`config.mk`:
```
export PLATFORM = sky130hd
export DESIGN_NAME = psat_norm
export DESIGN_NICKNAME = d
export VERILOG_FILES = /design/src/rtl/core/psat_pkg.sv /design/src/rtl/core/psat_norm.sv
export SDC_FILE = /design/constraint.sdc
export NUM_CORES = 2
export LEC_CHECK = 0
export BUFFER_PORTS_ARGS = -buffer_cell sky130_fd_sc_hd__buf_2
export CORE_MARGIN = 3
export CORE_UTILIZATION = 40
export CTS_BUF_LIST = sky130_fd_sc_hd__clkbuf_4 sky130_fd_sc_hd__clkbuf_8
export DETAILED_ROUTE_END_ITERATION = 6
export GPL_ROUTABILITY_DRIVEN = 0
export GPL_TIMING_DRIVEN = 0
export SKIP_LAST_GASP = 1
export SLEW_MARGIN = 40
export SYNTH_ARGS = -nofsm -noshare
export SYNTH_HDL_FRONTEND = slang
export SYNTH_SLANG_ARGS = --single-unit
```
`constraint.sdc`:
```
create_clock -name i_clk -period 16.3 [get_ports i_clk]
set_clock_uncertainty 0.1 [all_clocks]
set_input_delay 2.445 -clock i_clk [delete_from_list [all_inputs] [get_ports i_clk]]
set_output_delay 2.445 -clock i_clk [all_outputs]
set_load 0.02 [all_outputs]
```
`src/rtl/core/psat_pkg.sv`:
```
// ----------------------------------------------------------------------------
// psat_pkg
// Shared widths, function codes and types for the polygon overlap block.
// ----------------------------------------------------------------------------
package psat_pkg;

    localparam int MAX_VERTS = 16;
    localparam int ADDR_W    = $clog2(MAX_VERTS);
    localparam int CNT_W     = $clog2(MAX_VERTS + 1);

    localparam int COORD_W = 24;   // Q16.8 coordinate
    localparam int SUM_W   = 25;   // coordinate plus centre, or edge component
    localparam int RAD_W   = 23;
    localparam int UNIT_W  = 16;   // Q1.15 unit normal component
    localparam int PROD_W  = 41;
    localparam int PROJ_W  = 42;
    localparam int GAP_W   = 48;
    localparam int MTV_W   = 23;

    localparam logic [1:0] FUNC_SET_CENTRE = 2'd0;
    localparam logic [1:0] FUNC_APPEND     = 2'd1;
    localparam logic [1:0] FUNC_RUN        = 2'd2;

    localparam logic signed [GAP_W-1:0] START_GAP = GAP_W'(longint'(99999) * 8388608);
    localparam logic [MTV_W-1:0]        MTV_MAX   = {MTV_W{1'b1}};
    localparam logic [UNIT_W-1:0]       UNIT_MAX  = 16'd32767;

    typedef struct packed {
        logic done;   // one-cycle pulse, normal ready
        logic zero;   // edge had zero length, skip it
    } t_norm_stat;

endpackage

```
`src/rtl/core/psat_norm.sv`:
```
// ----------------------------------------------------------------------------
// psat_norm
// Unit edge normal in Q1.15: squared length, bit-serial square root and two
// restoring dividers working side by side.
// ----------------------------------------------------------------------------
module psat_norm
    import psat_pkg::*;
(
    input  logic                     i_clk,
    input  logic                     i_rst_n,
    input  logic                     i_start,
    input  logic signed [SUM_W-1:0]  i_ex,
    input  logic signed [SUM_W-1:0]  i_ey,
    output t_norm_stat               o_stat,
    output logic signed [UNIT_W-1:0] o_nx,
    output logic signed [UNIT_W-1:0] o_ny
);

    typedef enum logic [2:0] {
        N_IDLE, N_SQ, N_SUM, N_SQRT, N_DIV, N_OUT
    } t_nstate;

    t_nstate                  r_state;
    logic signed [SUM_W-1:0]  r_ex, r_ey;
    logic [49:0]              r_sqx, r_sqy;
    logic [63:0]              r_v, r_r, r_b;
    logic [4:0]               r_step;
    logic [31:0]              r_q;
    logic [31:0]              r_remx, r_remy;
    logic [15:0]              r_quox, r_quoy;
    t_norm_stat               r_stat;
    logic signed [UNIT_W-1:0] r_nx, r_ny;

    logic [50:0]        w_m2;
    logic [63:0]        w_t;
    logic [SUM_W-1:0]   w_aex, w_aey;
    logic [32:0]        w_tx, w_ty;
    logic [UNIT_W-1:0]  w_mx, w_my;

    assign w_m2  = {1'b0, r_sqx} + {1'b0, r_sqy};
    assign w_t   = r_r + r_b;
    assign w_aex = r_ex[SUM_W-1] ? SUM_W'(-r_ex) : r_ex;
    assign w_aey = r_ey[SUM_W-1] ? SUM_W'(-r_ey) : r_ey;
    assign w_tx  = {r_remx, 1'b0};
    assign w_ty  = {r_remy, 1'b0};
    assign w_mx  = (r_quoy > UNIT_MAX) ? UNIT_MAX : r_quoy;
    assign w_my  = (r_quox > UNIT_MAX) ? UNIT_MAX : r_quox;

    always_ff @(posedge i_clk) begin
        if (!i_rst_n) begin
            r_state <= N_IDLE;
            r_stat  <= '0;
        end else begin
            case (r_state)
                N_IDLE: begin
                    r_stat <= '0;
                    if (i_start) begin
                        r_ex    <= i_ex;
                        r_ey    <= i_ey;
                        r_state <= N_SQ;
                    end
                end
                N_SQ: begin
                    r_stat  <= '0;
                    r_sqx   <= r_ex * r_ex;
                    r_sqy   <= r_ey * r_ey;
                    r_state <= N_SUM;
                end
                N_SUM: begin
                    if (w_m2 == '0) begin
                        r_stat  <= '{done: 1'b1, zero: 1'b1};
                        r_state <= N_IDLE;
                    end else begin
                        r_stat  <= '0;
                        r_v     <= {w_m2[49:0], 14'b0};
                        r_r     <= '0;
                        r_b     <= 64'h4000_0000_0000_0000;
                        r_step  <= '0;
                        r_state <= N_SQRT;
                    end
                end
                N_SQRT: begin
                    r_stat <= '0;
                    if (r_v >= w_t) begin
                        r_v <= r_v - w_t;
                        r_r <= (r_r >> 1) + r_b;
                    end else begin
                        r_r <= r_r >> 1;
                    end
                    r_b    <= r_b >> 2;
                    r_step <= r_step + 5'd1;
                    if (r_step == 5'd31) begin
                        r_state <= N_DIV;
                    end
                end
                N_DIV: begin
                    r_stat <= '0;
                    // first cycle loads the divisor and the scaled dividends
                    if (r_step == 5'd0 && r_b == '0) begin
                        r_q    <= r_r[31:0];
                        r_remx <= {1'b0, w_aex, 6'b0};
                        r_remy <= {1'b0, w_aey, 6'b0};
                        r_b    <= 64'd1;
                    end else begin
                        if (w_tx >= {1'b0, r_q}) begin
                            r_remx <= 32'(w_tx - {1'b0, r_q});
                            r_quox <= {r_quox[14:0], 1'b1};
                        end else begin
                            r_remx <= w_tx[31:0];
                            r_quox <= {r_quox[14:0], 1'b0};
                        end
                        if (w_ty >= {1'b0, r_q}) begin
                            r_remy <= 32'(w_ty - {1'b0, r_q});
                            r_quoy <= {r_quoy[14:0], 1'b1};
                        end else begin
                            r_remy <= w_ty[31:0];
                            r_quoy <= {r_quoy[14:0], 1'b0};
                        end
                        r_step <= r_step + 5'd1;
                        if (r_step == 5'd15) begin
                            r_state <= N_OUT;
                        end
                    end
                end
                N_OUT: begin
                    r_nx    <= r_ey[SUM_W-1] ? UNIT_W'(-w_mx) : w_mx;
                    r_ny    <= (!r_ex[SUM_W-1] && r_ex != '0) ? UNIT_W'(-w_my) : w_my;
                    r_stat  <= '{done: 1'b1, zero: 1'b0};
                    r_state <= N_IDLE;
                end
                default: begin
                    r_stat  <= '0;
                    r_state <= N_IDLE;
                end
            endcase
        end
    end

    assign o_stat = r_stat;
    assign o_nx   = r_nx;
    assign o_ny   = r_ny;

endmodule

```
==> results.ini <==
[placement]
hpwl_um = 189000
place_inst = 10455
io_buffers = 86

[finish]
layout.cells.non_filler = 10630
multi_input_area_mm2 = 0.0538
postLayoutCoreUtil = 0.436
fillCellCount = 17873
layout-drive-gt1-share = 0.0486
final_nets = 9900
layout-area-overhead-vs-synth_pct = 8.18
register_area_mm2 = 0.0143

[clock_network]
cts_tree = built
cts.htree.levels = 3
clock_path_buffers = 3
clock_sinks = 478
ctsResizeCount = 0
cts_buffers = 92
clk_pin_slew_worst_paths_ps = 60
post_cts_buffers = 0
cts_root_buf = clkbuf_8
holdBufCountCts = 0
clock_latency_ps = 860

[critical_path]
crit_family = adder cells
rrSetupSlack_ps = 5950
slowest_delay_ps = 830
path_max_fanout = 10
critPathCaptureType = register
cp_num_buf_inv = 7
arrival_ps = 10890
crit_slowest_cell = edfxtp_1
critPathKind = reg2reg
worstPathRequired_ps = 16840
cp-start-kind = register
critPathMostFrequentCell = fa_1

[sta]
slew_headroom = 0.337
rsz0062_at_grt = false
min_period_ps = 10350
fmax_mhz = 96.6
slew_viol_final = 0
setup_viol = 0
max_slew.worst_pin.slew_ps = 988
whs_ps = 378
setup_tns_ps = 0
hold_viol = 0
post-route-period-util = 0.635

[die]
die_w_um = 438
start_util = 0.403
rows = 158
die_y_um = 438
core_mm2 = 0.186
ios = 87
die-area_mm2 = 0.192

[synthesis]
synth_cell_types = 85
yosys.area_share.xor_xnor = 0.0467
syn_inst = 7869
synth_adder_area_share = 0.419
ys_seq_area_frac = 0.191
muxShareOfSynthArea = 0.00704
yosysWarnings = 0
synth_edf_count = 473
synthFlopType = edfxtp_1
synth-simple-area-share = 0.127
ys_seq_elements = 478
syn_avg_cell_area_um2 = 9.51
synth_top_family_by_area = adder cells
synth.net_count = 9699
async_flop_share = 0
synth-compound-area-share = 0.117
synth_area_mm2 = 0.0748

[drt]
wirelength_um = 233000
vias_per_cell = 5.49
drc = 0
wl_per_cell_um = 21.9
drt_iter0_markers = 4727
final_antenna_net_count = 0
dr_total_vias = 58356
dr.pass1.iters = 6

[grt]
gr-total-overflow = 0
met3_usage = 0.0449
use_met1 = 0.320
grt_busiest_layer = met2
first_global_vias = 60699
grt_max_degree = 52
antenna_found_initial = 13
grt_pass1_wl_um = 358000
gr-usage-met2 = 0.384
grt_use_total = 0.244

[run_status]
status = completed

[run]
maxCapViolCount = 0

[hold_path]
hp-class = reg2reg

-- flip-flops by register name (all words and copies together), names as in the netlist --
name     flops
r_sqx       49
r_ey        25
r_quoy      16
o_stat       2
r_b         32
r_sqy       49
r_q         32
r_state      3
r_remy      32
r_remx      32
r_quox      16
r_ex        25
r_r         64
o_ny        16
r_v         64
o_nx        16
r_step       5
-- per-stage QoR --
step                instance area (um2)  setup slack, ps
floorplan                         74800             7520
global placement                  78300             3830
detailed placement                78900             6000
CTS                               80900             6020
global route                      80900             5530
finish                            80900             5950
-- cells by family (layout without fill, tap and decap cells) --
group | after synthesis | in the layout
fa+ha+maj | 1777 | 1777
simple gates | 1971 | 1971
xor+xnor | 399 | 399
compound gates | 1379 | 1379
flops | 478 | 478
mux | 52 | 52
other cells | 0 | 6
buf+inv | 1813 | 2088
-- cell type report --
cell class,instances,area share
diodes,6,0.000186
repair buffers,107,0.00963
clock buffers,122,0.0187
plain buffers,270,0.0135
inverters,1543,0.0717
flip-flops and latches,478,0.177
well taps,2480,0.0383
clock inverters,46,0.00608
multi-input cells,5578,0.665
-- worst paths after layout --
path,end,cells past startpoint,startpoint
min,r_quox[1],0,r_quox[0]
min reg2reg,r_quox[1],0,r_quox[0]
max reg2reg,r_sqy[49],25,r_ey[24]
max,r_sqy[49],25,r_ey[24]
-- cell usage after synthesis, types with 12 or more instances --
| library cell | instances | area (um2) |
|---|---|---|
| edfxtp_1 | 473 | 14200 |
| or4_1 | 12 | 90.1 |
| nand4_1 | 82 | 513 |
| o31ai_1 | 35 | 263 |
| buf_1 | 21 | 78.8 |
| and4_1 | 17 | 149 |
| nor2b_1 | 92 | 576 |
| inv_1 | 1530 | 5740 |
| a21oi_1 | 396 | 1980 |
| a31oi_1 | 78 | 488 |
| a31o_2 | 20 | 175 |
| nor4_1 | 32 | 200 |
| or3_1 | 68 | 425 |
| and2_1 | 266 | 1660 |
| o21ai_0 | 302 | 1510 |
| a2111oi_0 | 14 | 123 |
| and3_1 | 38 | 238 |
| nand2b_1 | 35 | 219 |
| a21boi_0 | 17 | 128 |
| o21a_1 | 45 | 338 |
| a21o_1 | 152 | 1140 |
| xor2_1 | 154 | 1350 |
| o211ai_1 | 37 | 278 |
| nor3_1 | 84 | 420 |
| ha_1 | 560 | 7010 |
| mux2i_1 | 47 | 470 |
| clkbuf_1 | 245 | 920 |
| nor2_1 | 418 | 1570 |
| or2_2 | 25 | 156 |
| nand2_1 | 680 | 2550 |
| nand3b_1 | 12 | 90.1 |
| a22oi_1 | 15 | 113 |
| fa_1 | 1217 | 24400 |
| a211oi_1 | 88 | 661 |
| xnor2_1 | 245 | 2150 |
| nand3_1 | 77 | 385 |
| o21bai_1 | 49 | 368 |
-- routing by layer --
metal	up-vias	share of wire
li1	26097	-
met1	29252	0.41
met2	2427	0.45
met3	578	0.079
met4	2	0.063
met5	-	0.000056
-- cells in the final DEF (no fill, tap or decap), types with 26 or more instances in the layout --
cell / count
nand3_1: 77
clkbuf_2: 45
fa_1: 1215
inv_1: 1528
clkbuf_1: 200
xnor2_1: 242
clkbuf_8: 96
o21ai_0: 300
a31oi_1: 78
clkinv_1: 30
a211oi_1: 87
nor2_1: 415
ha_1: 560
xor2_1: 154
o21a_1: 45
a21o_1: 152
edfxtp_1: 473
and3_1: 36
and2_1: 266
nor3_1: 84
nand2b_1: 35
o211ai_1: 37
nor4_1: 31
nor2b_1: 92
mux2i_1: 47
a21oi_1: 395
clkbuf_4: 26
o21bai_1: 49
buf_2: 94
nand2_1: 680
or3_1: 68
nand4_1: 82
o31ai_1: 34
Power is left out: the tool's default activity adds up to more than one toggle a clock period on the data nets, which glitch-free logic cannot reach.
